<file path="config.mk">
export PLATFORM = sky130hd
export DESIGN_NAME = backoff_delay_throttle_flat
export DESIGN_NICKNAME = d
export VERILOG_FILES = /design/src/rtl/bdt_pkg.sv /design/src/rtl/bdt_ifs.sv /design/src/rtl/bdt_ctrl.sv /design/src/rtl/bdt_dp.sv /design/src/rtl/backoff_delay_throttle.sv /design/src/flat_wrapper.sv
export SDC_FILE = /design/constraint.sdc
export NUM_CORES = 2
export LEC_CHECK = 0
export ABC_AREA = 1
export BUFFER_PORTS_ARGS = -buffer_cell sky130_fd_sc_hd__buf_2
export CORE_MARGIN = 2
export CORE_UTILIZATION = 60
export CTS_CLUSTER_DIAMETER = 30
export DETAILED_ROUTE_END_ITERATION = 6
export GPL_TIMING_DRIVEN = 0
export PLACE_DENSITY = 0.78
export SLEW_MARGIN = 20
export SYNTH_ARGS = -nofsm -noshare
export SYNTH_HDL_FRONTEND = slang
export SYNTH_SLANG_ARGS = --single-unit
export TNS_END_PERCENT = 50
</file>
<file path="constraint.sdc">
create_clock -name clock -period 16.9 [get_ports clock]
set_input_delay 3.38 -clock clock [delete_from_list [all_inputs] [get_ports clock]]
set_output_delay 3.38 -clock clock [all_outputs]
set_load 0.05 [all_outputs]
</file>
<file path="src/rtl/bdt_pkg.sv">
package bdt_pkg;

   // Payload field widths
   localparam int OP_W       = 2;
   localparam int NOW_W      = 48;
   localparam int QUEUE_W    = 16;
   localparam int STA_W      = 24;
   localparam int RETRY_W    = 32;
   localparam int NODE_W     = 32;
   localparam int DELAY_W    = 11;
   localparam int SLOT_W     = 2;
   localparam int NSLOTS     = 3;

   // Configuration registers
   localparam int EPS_W      = 16;
   localparam int BPS_W      = 32;
   localparam int CSR_IDX_W  = 1;
   localparam int CSR_DATA_W = 32;
   localparam logic [CSR_IDX_W-1:0] CSR_EPS = 1'b0;
   localparam logic [CSR_IDX_W-1:0] CSR_BPS = 1'b1;
   localparam logic [EPS_W-1:0] EPS_RESET = 16'd128;
   localparam logic [BPS_W-1:0] BPS_RESET = 32'd8192;

   // Opcodes
   localparam logic [OP_W-1:0] OP_LOAD  = 2'd0;
   localparam logic [OP_W-1:0] OP_NODE  = 2'd1;
   localparam logic [OP_W-1:0] OP_QUERY = 2'd2;

   // Slot indexes
   localparam logic [SLOT_W-1:0] SLOT_QUEUE = 2'd0;
   localparam logic [SLOT_W-1:0] SLOT_RETRY = 2'd1;
   localparam logic [SLOT_W-1:0] SLOT_NODE  = 2'd2;

   // Delay arithmetic
   localparam logic [DELAY_W-1:0] DELAY_CAP = 11'd1024;
   localparam int PROD_W     = 40;           // split_time_avg * queue_size
   localparam int DUR_W      = 31;           // ceil(product / 512)
   localparam int DUR_SHIFT  = 9;
   localparam logic [PROD_W-1:0] DUR_ROUND = 40'd511;
   localparam int QREC_W     = 32;           // queue_size * reciprocal of ten
   localparam logic [QUEUE_W-1:0] Q_RECIP = 16'd52429;
   localparam int Q_SHIFT    = 19;
   localparam int Q10_W      = QREC_W - Q_SHIFT;
   localparam logic [Q10_W-1:0] Q10_MIN  = 13'd5;
   localparam logic [Q10_W-1:0] Q10_BIAS = 13'd4;
   localparam logic [RETRY_W-1:0] RETRY_MIN = 32'd500;
   localparam logic [RETRY_W-1:0] RETRY_CAP = 32'd100400;
   localparam int RETRY_STEPS = 9;
   localparam int DIV_STEPS_W = 5;           // 32 quotient bits, one per cycle

   typedef enum logic [2:0] {
      ST_IDLE,
      ST_LOAD_MUL,
      ST_LOAD_WR,
      ST_DIV,
      ST_NODE_WR,
      ST_QUERY
   } bdt_state_type;

   typedef struct packed {
      logic capture;
      logic mul_en;
      logic load_wr;
      logic div_step;
      logic node_wr;
      logic rsp_load;
   } bdt_cmd_type;

   typedef struct packed {
      logic div_last;
      logic rsp_busy;
   } bdt_sts_type;

   // 2^k, saturating at the cap for k >= 10
   function automatic logic [DELAY_W-1:0] pow2_capped(input logic [Q10_W-1:0] k);
      if (k < Q10_W'(10)) begin
         return DELAY_W'(1) << k[3:0];
      end
      return DELAY_CAP;
   endfunction

   // Node ratio delay: 0 below 2, 2^(m-2) below 12, then the cap
   function automatic logic [DELAY_W-1:0] ratio_delay(input logic [NODE_W-1:0] m);
      if (m < NODE_W'(2)) begin
         return '0;
      end
      if (m < NODE_W'(12)) begin
         return DELAY_W'(1) << (m[3:0] - 4'd2);
      end
      return DELAY_CAP;
   endfunction

   // Retry delay: exponent is (retry/100 - 4)/100, found by threshold compares
   function automatic logic [DELAY_W-1:0] retry_delay(input logic [RETRY_W-1:0] r);
      logic [3:0] k;
      k = '0;
      if (r < RETRY_MIN) begin
         return '0;
      end
      if (r >= RETRY_CAP) begin
         return DELAY_CAP;
      end
      for (int j = 1; j <= RETRY_STEPS; j++) begin
         if (r >= RETRY_W'(400 + 10000 * j)) begin
            k = k + 4'd1;
         end
      end
      return DELAY_W'(1) << k;
   endfunction

endpackage

</file>
<file path="src/rtl/bdt_ifs.sv">
interface bdt_req_if;
   import bdt_pkg::*;
   logic                 valid;
   logic                 ready;
   logic [OP_W-1:0]      opcode;
   logic [NOW_W-1:0]     now_ms;
   logic [QUEUE_W-1:0]   queue_size;
   logic [STA_W-1:0]     split_time_avg;
   logic [RETRY_W-1:0]   retry_ms;
   logic [NODE_W-1:0]    node_elements;
   logic [NODE_W-1:0]    node_bytes;

   modport source (output valid, opcode, now_ms, queue_size, split_time_avg, retry_ms,
                   node_elements, node_bytes, input ready);
   modport sink (input valid, opcode, now_ms, queue_size, split_time_avg, retry_ms,
                 node_elements, node_bytes, output ready);
endinterface

interface bdt_rsp_if;
   import bdt_pkg::*;
   logic                 valid;
   logic                 ready;
   logic [DELAY_W-1:0]   current_delay;
   logic [SLOT_W-1:0]    winning_slot;

   modport source (output valid, current_delay, winning_slot, input ready);
   modport sink (input valid, current_delay, winning_slot, output ready);
endinterface

</file>
<file path="src/rtl/bdt_ctrl.sv">
module bdt_ctrl (
   input  logic                     clock,
   input  logic                     reset,
   input  logic                     req_valid,
   input  logic [bdt_pkg::OP_W-1:0] req_opcode,
   output logic                     req_ready,
   input  bdt_pkg::bdt_sts_type     sts,
   output bdt_pkg::bdt_cmd_type     cmd
);
   import bdt_pkg::*;

   bdt_state_type state_ff, state_in;

   // State register
   always_ff @(posedge clock) begin
      if (reset) begin
         state_ff <= ST_IDLE;
      end else begin
         state_ff <= state_in;
      end
   end

   // Next state and commands
   always_comb begin
      state_in  = state_ff;
      cmd       = '0;
      req_ready = 1'b0;
      case (state_ff)
         ST_IDLE: begin
            req_ready = 1'b1;
            if (req_valid) begin
               cmd.capture = 1'b1;
               case (req_opcode)
                  OP_LOAD:  state_in = ST_LOAD_MUL;
                  OP_NODE:  state_in = ST_DIV;
                  OP_QUERY: state_in = ST_QUERY;
                  default:  state_in = ST_IDLE;   // unused opcode: dropped
               endcase
            end
         end
         ST_LOAD_MUL: begin
            cmd.mul_en = 1'b1;
            state_in   = ST_LOAD_WR;
         end
         ST_LOAD_WR: begin
            cmd.load_wr = 1'b1;
            state_in    = ST_IDLE;
         end
         ST_DIV: begin
            cmd.div_step = 1'b1;
            if (sts.div_last) begin
               state_in = ST_NODE_WR;
            end
         end
         ST_NODE_WR: begin
            cmd.node_wr = 1'b1;
            state_in    = ST_IDLE;
         end
         ST_QUERY: begin
            // wait for the output register to free up
            if (!sts.rsp_busy) begin
               cmd.rsp_load = 1'b1;
               state_in     = ST_IDLE;
            end
         end
         default: begin
            state_in = ST_IDLE;
         end
      endcase
   end

endmodule

</file>
<file path="src/rtl/bdt_dp.sv">
module bdt_dp #(
   parameter int TIME_BITS = 48
) (
   input  logic                          clock,
   input  logic                          reset,
   input  bdt_pkg::bdt_cmd_type          cmd,
   output bdt_pkg::bdt_sts_type          sts,
   input  logic [bdt_pkg::NOW_W-1:0]     req_now_ms,
   input  logic [bdt_pkg::QUEUE_W-1:0]   req_queue_size,
   input  logic [bdt_pkg::STA_W-1:0]     req_split_time_avg,
   input  logic [bdt_pkg::RETRY_W-1:0]   req_retry_ms,
   input  logic [bdt_pkg::NODE_W-1:0]    req_node_elements,
   input  logic [bdt_pkg::NODE_W-1:0]    req_node_bytes,
   input  logic                          csr_we,
   input  logic [bdt_pkg::CSR_IDX_W-1:0] csr_index,
   input  logic [bdt_pkg::CSR_DATA_W-1:0] csr_wdata,
   output logic                          rsp_valid,
   input  logic                          rsp_ready,
   output logic [bdt_pkg::DELAY_W-1:0]   rsp_current_delay,
   output logic [bdt_pkg::SLOT_W-1:0]    rsp_winning_slot
);
   import bdt_pkg::*;

   localparam int EXP_W = TIME_BITS + 1;

   // Configuration registers
   logic [EPS_W-1:0] eps_ff;
   logic [BPS_W-1:0] bps_ff;

   always_ff @(posedge clock) begin
      if (reset) begin
         eps_ff <= EPS_RESET;
         bps_ff <= BPS_RESET;
      end else if (csr_we) begin
         case (csr_index)
            CSR_EPS: eps_ff <= csr_wdata[EPS_W-1:0];
            CSR_BPS: bps_ff <= csr_wdata[BPS_W-1:0];
            default: ;
         endcase
      end
   end

   // Input word capture; time is cut or widened to TIME_BITS
   logic [NOW_W+TIME_BITS-1:0] now_ext;
   logic [TIME_BITS-1:0]       now_ff;
   logic [EXP_W-1:0]           now_wide;
   logic [QUEUE_W-1:0]         queue_ff;
   logic [STA_W-1:0]           sta_ff;
   logic [RETRY_W-1:0]         retry_ff;

   assign now_ext  = {{TIME_BITS{1'b0}}, req_now_ms};
   assign now_wide = {1'b0, now_ff};

   always_ff @(posedge clock) begin
      if (cmd.capture) begin
         now_ff   <= now_ext[TIME_BITS-1:0];
         queue_ff <= req_queue_size;
         sta_ff   <= req_split_time_avg;
         retry_ff <= req_retry_ms;
      end
   end

   // Load report products
   logic [QREC_W-1:0] qrec_ff;
   logic [PROD_W-1:0] dprod_ff;

   always_ff @(posedge clock) begin
      if (cmd.mul_en) begin
         qrec_ff  <= QREC_W'(queue_ff) * QREC_W'(Q_RECIP);
         dprod_ff <= PROD_W'(sta_ff) * PROD_W'(queue_ff);
      end
   end

   logic [Q10_W-1:0]   q10;
   logic [PROD_W-1:0]  dround;
   logic [DUR_W-1:0]   dur0;
   logic [DELAY_W-1:0] d0, d1;
   logic [EXP_W-1:0]   exp0, exp1;

   always_comb begin
      q10    = qrec_ff[QREC_W-1:Q_SHIFT];
      dround = dprod_ff + DUR_ROUND;
      d0     = '0;
      dur0   = '0;
      if (q10 >= Q10_MIN) begin
         d0   = pow2_capped(q10 - Q10_BIAS);
         dur0 = dround[PROD_W-1:DUR_SHIFT];
      end
      d1   = retry_delay(retry_ff);
      exp0 = now_wide + EXP_W'(dur0);
      exp1 = now_wide + EXP_W'({d1, 1'b0});
   end

   // Two restoring dividers, one quotient bit per cycle each
   logic [EPS_W-1:0]  rem_e_ff, rem_e_in;
   logic [NODE_W-1:0] quo_e_ff, quo_e_in;
   logic [BPS_W-1:0]  rem_b_ff, rem_b_in;
   logic [NODE_W-1:0] quo_b_ff, quo_b_in;
   logic [EPS_W:0]    sh_e, diff_e;
   logic [BPS_W:0]    sh_b, diff_b;
   logic              ge_e, ge_b;
   logic [DIV_STEPS_W-1:0] div_cnt_ff;

   always_comb begin
      sh_e     = {rem_e_ff, quo_e_ff[NODE_W-1]};
      diff_e   = sh_e - {1'b0, eps_ff};
      ge_e     = sh_e >= {1'b0, eps_ff};
      rem_e_in = ge_e ? diff_e[EPS_W-1:0] : sh_e[EPS_W-1:0];
      quo_e_in = {quo_e_ff[NODE_W-2:0], ge_e};
      sh_b     = {rem_b_ff, quo_b_ff[NODE_W-1]};
      diff_b   = sh_b - {1'b0, bps_ff};
      ge_b     = sh_b >= {1'b0, bps_ff};
      rem_b_in = ge_b ? diff_b[BPS_W-1:0] : sh_b[BPS_W-1:0];
      quo_b_in = {quo_b_ff[NODE_W-2:0], ge_b};
   end

   always_ff @(posedge clock) begin
      if (cmd.capture) begin
         rem_e_ff <= '0;
         quo_e_ff <= req_node_elements;
         rem_b_ff <= '0;
         quo_b_ff <= req_node_bytes;
      end else if (cmd.div_step) begin
         rem_e_ff <= rem_e_in;
         quo_e_ff <= quo_e_in;
         rem_b_ff <= rem_b_in;
         quo_b_ff <= quo_b_in;
      end
   end

   always_ff @(posedge clock) begin
      if (reset || cmd.capture) begin
         div_cnt_ff <= '0;
      end else if (cmd.div_step) begin
         div_cnt_ff <= div_cnt_ff + DIV_STEPS_W'(1);
      end
   end

   assign sts.div_last = &div_cnt_ff;

   // Node size delay and the new slot 2 expiry
   logic [DELAY_W-1:0] de, db, dn;
   logic [EXP_W-1:0]   exp2;

   always_comb begin
      de   = ratio_delay(quo_e_ff);
      db   = ratio_delay(quo_b_ff);
      dn   = (de > db) ? de : db;
      exp2 = now_wide + EXP_W'({dn, 1'b0});
   end

   // Throttle slots
   logic [DELAY_W-1:0] delay_ff [NSLOTS];
   logic [EXP_W-1:0]   expiry_ff [NSLOTS];

   always_ff @(posedge clock) begin
      if (reset) begin
         for (int i = 0; i < NSLOTS; i++) begin
            delay_ff[i]  <= '0;
            expiry_ff[i] <= '0;
         end
      end else if (cmd.load_wr) begin
         delay_ff[SLOT_QUEUE]  <= d0;
         expiry_ff[SLOT_QUEUE] <= exp0;
         delay_ff[SLOT_RETRY]  <= d1;
         expiry_ff[SLOT_RETRY] <= exp1;
      end else if (cmd.node_wr) begin
         if (expiry_ff[SLOT_NODE] < now_wide || delay_ff[SLOT_NODE] < dn) begin
            delay_ff[SLOT_NODE]  <= dn;
            expiry_ff[SLOT_NODE] <= exp2;
         end
      end
   end

   // Query: largest unexpired delay, lowest slot on ties
   logic [DELAY_W-1:0] best;
   logic [SLOT_W-1:0]  win;

   always_comb begin
      best = '0;
      win  = SLOT_QUEUE;
      for (int i = 0; i < NSLOTS; i++) begin
         if (expiry_ff[i] > now_wide && best < delay_ff[i]) begin
            best = delay_ff[i];
            win  = SLOT_W'(i);
         end
      end
   end

   // Output register
   logic               rsp_valid_ff;
   logic [DELAY_W-1:0] rsp_delay_ff;
   logic [SLOT_W-1:0]  rsp_slot_ff;

   always_ff @(posedge clock) begin
      if (reset) begin
         rsp_valid_ff <= 1'b0;
      end else if (cmd.rsp_load) begin
         rsp_valid_ff <= 1'b1;
      end else if (rsp_ready) begin
         rsp_valid_ff <= 1'b0;
      end
   end

   always_ff @(posedge clock) begin
      if (cmd.rsp_load) begin
         rsp_delay_ff <= best;
         rsp_slot_ff  <= win;
      end
   end

   assign sts.rsp_busy      = rsp_valid_ff && !rsp_ready;
   assign rsp_valid         = rsp_valid_ff;
   assign rsp_current_delay = rsp_delay_ff;
   assign rsp_winning_slot  = rsp_slot_ff;

endmodule

</file>
<file path="src/rtl/backoff_delay_throttle.sv">
// Split throttle with three delay slots (queue, retry, node size).
// req_ch takes one word per item, opcode selects the operation:
//   load report      - writes slots 0 and 1, no response word
//   node size report - two 32-step dividers run side by side,
//                      may replace slot 2, no response word
//   delay query      - gives a response word on rsp_ch
//   unused opcode    - accepted and dropped
// One item is worked on at a time; req_ch.ready is high only between items.
// Only a query held by rsp_ch outlasts the divide-paced node size report.
// rsp_ch is driven from an output register: a stalled response lets the
// next item be accepted and processed; only a second query waits until the
// pending response word is taken.
// csr_we/csr_index/csr_wdata write the split sizes (index 0 elements,
// index 1 bytes); the user must do so only while idle (unenforced).
// Reset (synchronous, active high) clears all slots, restores the split
// sizes to 128 and 8192 and empties the output register.
module backoff_delay_throttle #(
   parameter int TIME_BITS = 48
) (
   input  logic                           clock,
   input  logic                           reset,
   bdt_req_if.sink                        req_ch,
   bdt_rsp_if.source                      rsp_ch,
   input  logic                           csr_we,
   input  logic [bdt_pkg::CSR_IDX_W-1:0]  csr_index,
   input  logic [bdt_pkg::CSR_DATA_W-1:0] csr_wdata
);
   import bdt_pkg::*;

   bdt_cmd_type cmd;
   bdt_sts_type sts;

   bdt_ctrl u_ctrl (
      .clock      (clock),
      .reset      (reset),
      .req_valid  (req_ch.valid),
      .req_opcode (req_ch.opcode),
      .req_ready  (req_ch.ready),
      .sts        (sts),
      .cmd        (cmd)
   );

   bdt_dp #(
      .TIME_BITS (TIME_BITS)
   ) u_dp (
      .clock              (clock),
      .reset              (reset),
      .cmd                (cmd),
      .sts                (sts),
      .req_now_ms         (req_ch.now_ms),
      .req_queue_size     (req_ch.queue_size),
      .req_split_time_avg (req_ch.split_time_avg),
      .req_retry_ms       (req_ch.retry_ms),
      .req_node_elements  (req_ch.node_elements),
      .req_node_bytes     (req_ch.node_bytes),
      .csr_we             (csr_we),
      .csr_index          (csr_index),
      .csr_wdata          (csr_wdata),
      .rsp_valid          (rsp_ch.valid),
      .rsp_ready          (rsp_ch.ready),
      .rsp_current_delay  (rsp_ch.current_delay),
      .rsp_winning_slot   (rsp_ch.winning_slot)
   );

`ifndef SYNTH
   a_reset_empty: assert property (@(posedge clock)
      reset |=> !rsp_ch.valid)
      else $error("response word valid right after reset");

   a_delay_cap: assert property (@(posedge clock) disable iff (reset)
      rsp_ch.valid |-> rsp_ch.current_delay <= DELAY_CAP)
      else $error("response delay above cap");

   a_zero_slot: assert property (@(posedge clock) disable iff (reset)
      rsp_ch.valid && rsp_ch.current_delay == '0 |-> rsp_ch.winning_slot == SLOT_QUEUE)
      else $error("no delay but nonzero winning slot");

   a_node_busy: assert property (@(posedge clock) disable iff (reset)
      req_ch.valid && req_ch.ready && req_ch.opcode == OP_NODE |=> !req_ch.ready)
      else $error("new word taken during node size divide");
`endif

endmodule

</file>
<file path="src/flat_wrapper.sv">
// flat-port wrapper written by rule: the top's interface ports become plain ports
module backoff_delay_throttle_flat import bdt_pkg::*;
#(
   parameter int TIME_BITS = 48
)
  (clock, reset, csr_we, csr_index, csr_wdata, req_ch_valid, req_ch_opcode, req_ch_now_ms, req_ch_queue_size, req_ch_split_time_avg, req_ch_retry_ms, req_ch_node_elements, req_ch_node_bytes, req_ch_ready, rsp_ch_valid, rsp_ch_current_delay, rsp_ch_winning_slot, rsp_ch_ready);
  bdt_req_if req_ch_i ();
  bdt_rsp_if rsp_ch_i ();
  input  logic clock;
  input  logic reset;
  input  logic csr_we;
  input  logic [bdt_pkg::CSR_IDX_W-1:0] csr_index;
  input  logic [bdt_pkg::CSR_DATA_W-1:0] csr_wdata;
  input wire logic [$bits(req_ch_i.valid)-1:0] req_ch_valid;
  input wire logic [$bits(req_ch_i.opcode)-1:0] req_ch_opcode;
  input wire logic [$bits(req_ch_i.now_ms)-1:0] req_ch_now_ms;
  input wire logic [$bits(req_ch_i.queue_size)-1:0] req_ch_queue_size;
  input wire logic [$bits(req_ch_i.split_time_avg)-1:0] req_ch_split_time_avg;
  input wire logic [$bits(req_ch_i.retry_ms)-1:0] req_ch_retry_ms;
  input wire logic [$bits(req_ch_i.node_elements)-1:0] req_ch_node_elements;
  input wire logic [$bits(req_ch_i.node_bytes)-1:0] req_ch_node_bytes;
  output wire logic [$bits(req_ch_i.ready)-1:0] req_ch_ready;
  output wire logic [$bits(rsp_ch_i.valid)-1:0] rsp_ch_valid;
  output wire logic [$bits(rsp_ch_i.current_delay)-1:0] rsp_ch_current_delay;
  output wire logic [$bits(rsp_ch_i.winning_slot)-1:0] rsp_ch_winning_slot;
  input wire logic [$bits(rsp_ch_i.ready)-1:0] rsp_ch_ready;
  assign req_ch_i.valid = req_ch_valid;
  assign req_ch_i.opcode = req_ch_opcode;
  assign req_ch_i.now_ms = req_ch_now_ms;
  assign req_ch_i.queue_size = req_ch_queue_size;
  assign req_ch_i.split_time_avg = req_ch_split_time_avg;
  assign req_ch_i.retry_ms = req_ch_retry_ms;
  assign req_ch_i.node_elements = req_ch_node_elements;
  assign req_ch_i.node_bytes = req_ch_node_bytes;
  assign req_ch_ready = req_ch_i.ready;
  assign rsp_ch_valid = rsp_ch_i.valid;
  assign rsp_ch_current_delay = rsp_ch_i.current_delay;
  assign rsp_ch_winning_slot = rsp_ch_i.winning_slot;
  assign rsp_ch_i.ready = rsp_ch_ready;
  backoff_delay_throttle #(.TIME_BITS(TIME_BITS)) u_core (.clock(clock), .reset(reset), .req_ch(req_ch_i), .rsp_ch(rsp_ch_i), .csr_we(csr_we), .csr_index(csr_index), .csr_wdata(csr_wdata));
endmodule
</file>
==> flow_metrics.env <==
export IMPL_grt_use_total_pct=33.2
export IMPL_cts_made_buffers=116
export IMPL_cap_violations=0
export IMPL_dp_slack_ns=8.12
export IMPL_slowest_stage="nor4_2"
export IMPL_pin_count=239
export IMPL_drc=0
export IMPL_min_period_over_period_pct=54.1
export IMPL_r2r_slack_ns=7.75
export IMPL_finalHoldViolations=0
export IMPL_dp_hpwl_um=109000
export IMPL_synth_avg_cell_area_um2=8.38
export IMPL_vias=42400
export IMPL_clk_pin_slew_ns=0.05
export IMPL_n_fill_cell=6490
export IMPL_final_area_um2=56600
export IMPL_layout_setup_ws_ns=7.75
export IMPL_cts_setup_buffers=0
export IMPL_start_util_pct=60.5
export IMPL_register_area_um2=15000
export IMPL_drv_slew=0
export IMPL_setup_viol_count_final=0
export IMPL_nets=7441
export IMPL_fin_crit_ns=9.15
export IMPL_dr_pass1_iters=6
export IMPL_worstHoldPathCells=2
export IMPL_die_x_um=291
export IMPL_core_um2=82000
export IMPL_hold_class="reg2reg"
export IMPL_critPathKind="reg2reg"
export IMPL_fin_worst_skew_ns=0.0831
export IMPL_io_buffers=236
export IMPL_worst_slew_pin_slew_ns=1.18
export IMPL_dieArea_um2=85000
export IMPL_rows=105
export IMPL_dpl_cell_area_um2=52400
export IMPL_ys_types=63
export IMPL_reg2reg_depth=52
export IMPL_status="finished clean"
export IMPL_fmax_mhz=109
export IMPL_grt_max_degree=56
export IMPL_dp_cells=7234
export IMPL_clockRootBuffer="clkbuf_16"
export IMPL_cts_path_max_buffers=3
export IMPL_drtAntennaViolNets=0
export IMPL_grt_pass1_vias=42800
export IMPL_crit_path_end_kind="flop"
export IMPL_crit_required_ns=17.37
export IMPL_routedWlPerCell_um=18.8
export IMPL_fin_tns_setup_ns=0
export IMPL_wl_um=140000
export IMPL_max_slew_margin_pct=20.8
export IMPL_top_layer="met5"
export IMPL_yosysWarnings=0
export IMPL_wl_met2_um=65000
export IMPL_grt_pass1_wl_um=221000
export IMPL_rsz0062_at_grt="false"
export IMPL_drtIter0Drc=3626
export IMPL_finalWeightedCongestion=0.975
export IMPL_ctsResizeCount=0
export IMPL_antenna_found_initial=6
export IMPL_synth_net_count=7074
export IMPL_htreeDepth=3
export IMPL_dominantRegCellSynth="edfxtp_1"
export IMPL_multi_input_comb_area_um2=30000
export IMPL_synth_area_um2=49600
export IMPL_worst_path_largest_cell_delay_ns=0.78
export IMPL_clkSinkCount=533
export IMPL_cts_tree="built"
export IMPL_synthArstFlopShare_pct=0
export IMPL_yosysSeqAreaShare_pct=30.2
export IMPL_cp_max_fo=7
export IMPL_die_h_um=291
export IMPL_wl_met3_um=12900
export IMPL_synthToLayoutAreaGrowth_pct=14.0
export IMPL_gr_total_overflow=0
export IMPL_wl_met1_um=55600
export IMPL_synth_seq_cells=533
export IMPL_drive_gt1_share_pct=8.87
export IMPL_critical_path_most_common_cell="nand2_1"
export IMPL_final_cell_count_no_fill=7459
export IMPL_startpoint_type="flop"
export IMPL_postSynthCellCount=5915
export IMPL_viasPerCell=5.68
export IMPL_postCtsHoldBufs=0
export IMPL_clk_latency_ns=0.74
export IMPL_synth_edf_count=428
export IMPL_crit_arrival_ns=9.62
[synthesized netlist by cell type, types with 9 or more instances]
library cell | n | share of area (%)
clkbuf_1 | 141 | 1.1
o21ai_0 | 270 | 2.7
xnor2_1 | 67 | 1.2
dfxtp_1 | 105 | 4.2
nand3_1 | 168 | 1.7
nand3_2 | 13 | 0.26
nor2_1 | 415 | 3.1
nor4_1 | 50 | 0.63
inv_1 | 1065 | 8.1
nand2_2 | 12 | 0.15
a31oi_1 | 14 | 0.18
nand2_1 | 1299 | 9.8
ha_1 | 543 | 14
o21bai_1 | 30 | 0.45
nor3b_1 | 13 | 0.20
xor2_1 | 80 | 1.4
buf_2 | 17 | 0.17
edfxtp_1 | 428 | 26
o211ai_1 | 23 | 0.35
fa_1 | 392 | 16
a211oi_1 | 9 | 0.14
or2_2 | 21 | 0.26
nor3_1 | 106 | 1.1
a21oi_1 | 429 | 4.3
o21a_1 | 28 | 0.42
inv_2 | 10 | 0.076
nand4_1 | 53 | 0.67
o21ai_1 | 18 | 0.18
[cell type report]
type                       instances  share of cell area [%]
antenna                            5                  0.0221
buffer                           165                    1.17
clock buffer                     127                    5.26
clock inverter                    93                    2.13
inverter                        1078                    7.16
multi-input combinational       4139                    53.0
sequential                       533                    26.4
tap                             1070                    2.37
timing repair buffer             249                    2.46
[per-stage QoR]
stage | hold WS [ns] | utilization, %
3_3_place_gp | 0.446 | 63.6
6_report | 0.465 | 69.0
2_1_floorplan | 0.429 | -
4_1_cts | 0.464 | 69.0
5_1_grt | 0.491 | 69.0
3_5_place_dp | 0.451 | 63.9
[critical path: cells and delay by family, from the launching register on]
| family | cells | cell delay [ns] |
|---|---|---|
| AOI/OAI and AO/OA | 7 | 1.40 |
| DFF | 1 | 0.49 |
| and+or+nand+nor | 28 | 3.96 |
| buffers and inverters | 8 | 0.68 |
| adders and majority gates | 9 | 2.37 |
[state kept, by name (all words and copies together) (netlist names), 11 cells and up]
signal,cells
u_core.u_dp.rsp_current_delay,11
u_core.u_dp.expiry_ff,147
u_core.u_dp.rem_e_ff,16
u_core.u_dp.bps_ff,32
u_core.u_dp.dprod_ff,40
u_core.u_dp.now_ff,48
u_core.u_dp.sta_ff,24
u_core.u_dp.quo_b_ff,32
u_core.u_dp.quo_e_ff,32
u_core.u_dp.queue_ff,16
u_core.u_dp.rem_b_ff,32
u_core.u_dp.retry_ff,30
u_core.u_dp.delay_ff,33
u_core.u_dp.qrec_ff,13
u_core.u_dp.eps_ff,16
[path summary, 6_finish.rpt]
path	end	from
max reg2reg	u_core.u_dp.expiry_ff[0][92]$_SDFFCE_PP0P_	u_core.u_dp.retry_ff[12]$_DFFE_PP_
min reg2reg	u_core.u_dp.rem_e_ff[15]$_SDFFE_PP0N_	u_core.u_dp.rem_e_ff[15]$_SDFFE_PP0N_
min	u_core.u_dp.rem_e_ff[15]$_SDFFE_PP0N_	u_core.u_dp.rem_e_ff[15]$_SDFFE_PP0N_
max	u_core.u_dp.expiry_ff[0][92]$_SDFFCE_PP0P_	u_core.u_dp.retry_ff[12]$_DFFE_PP_
[kinds of logic after synthesis]
kind of cell	after synthesis	share of synthesized area (%)
AOI/OAI and AO/OA	868	9.57
xor gates and xnor gates	148	2.65
adders and majority gates	935	29.5
buffers and inverters	1243	9.48
DFF	533	30.2
and+or+nand+nor	2188	18.6
[routing by layer]
metal | vias to the layer above | global-route usage (%)
met5 | - | 0
met4 | 2 | 15.7
met3 | 448 | 5.58
met2 | 1976 | 54.8
met1 | 20000 | 42.7
li1 | 20000 | -
[layout by cell type (no fill, tap or decap), types with 12 or more instances in the layout]
cell type	n
nor4_1	49
clkinv_4	16
nand2_2	12
o21bai_1	30
fa_1	392
nand2_1	1296
a21oi_1	429
nor3b_1	13
inv_6	16
nor2_1	415
nand3_2	13
inv_1	1065
o211ai_1	23
or2_2	21
bufinv_16	16
buf_2	255
dfxtp_1	105
ha_1	543
xor2_1	80
nor3_1	104
clkinv_2	14
o21ai_1	19
o21ai_0	269
nand4_1	53
nand3_1	168
a31oi_1	14
xnor2_1	67
o21a_1	28
clkbuf_16	117
edfxtp_1	428
clkbuf_1	149
clkinvlp_4	13
Power is left out: the tool's default activity adds up to more than one toggle a clock period on the data nets, which glitch-free logic cannot reach.
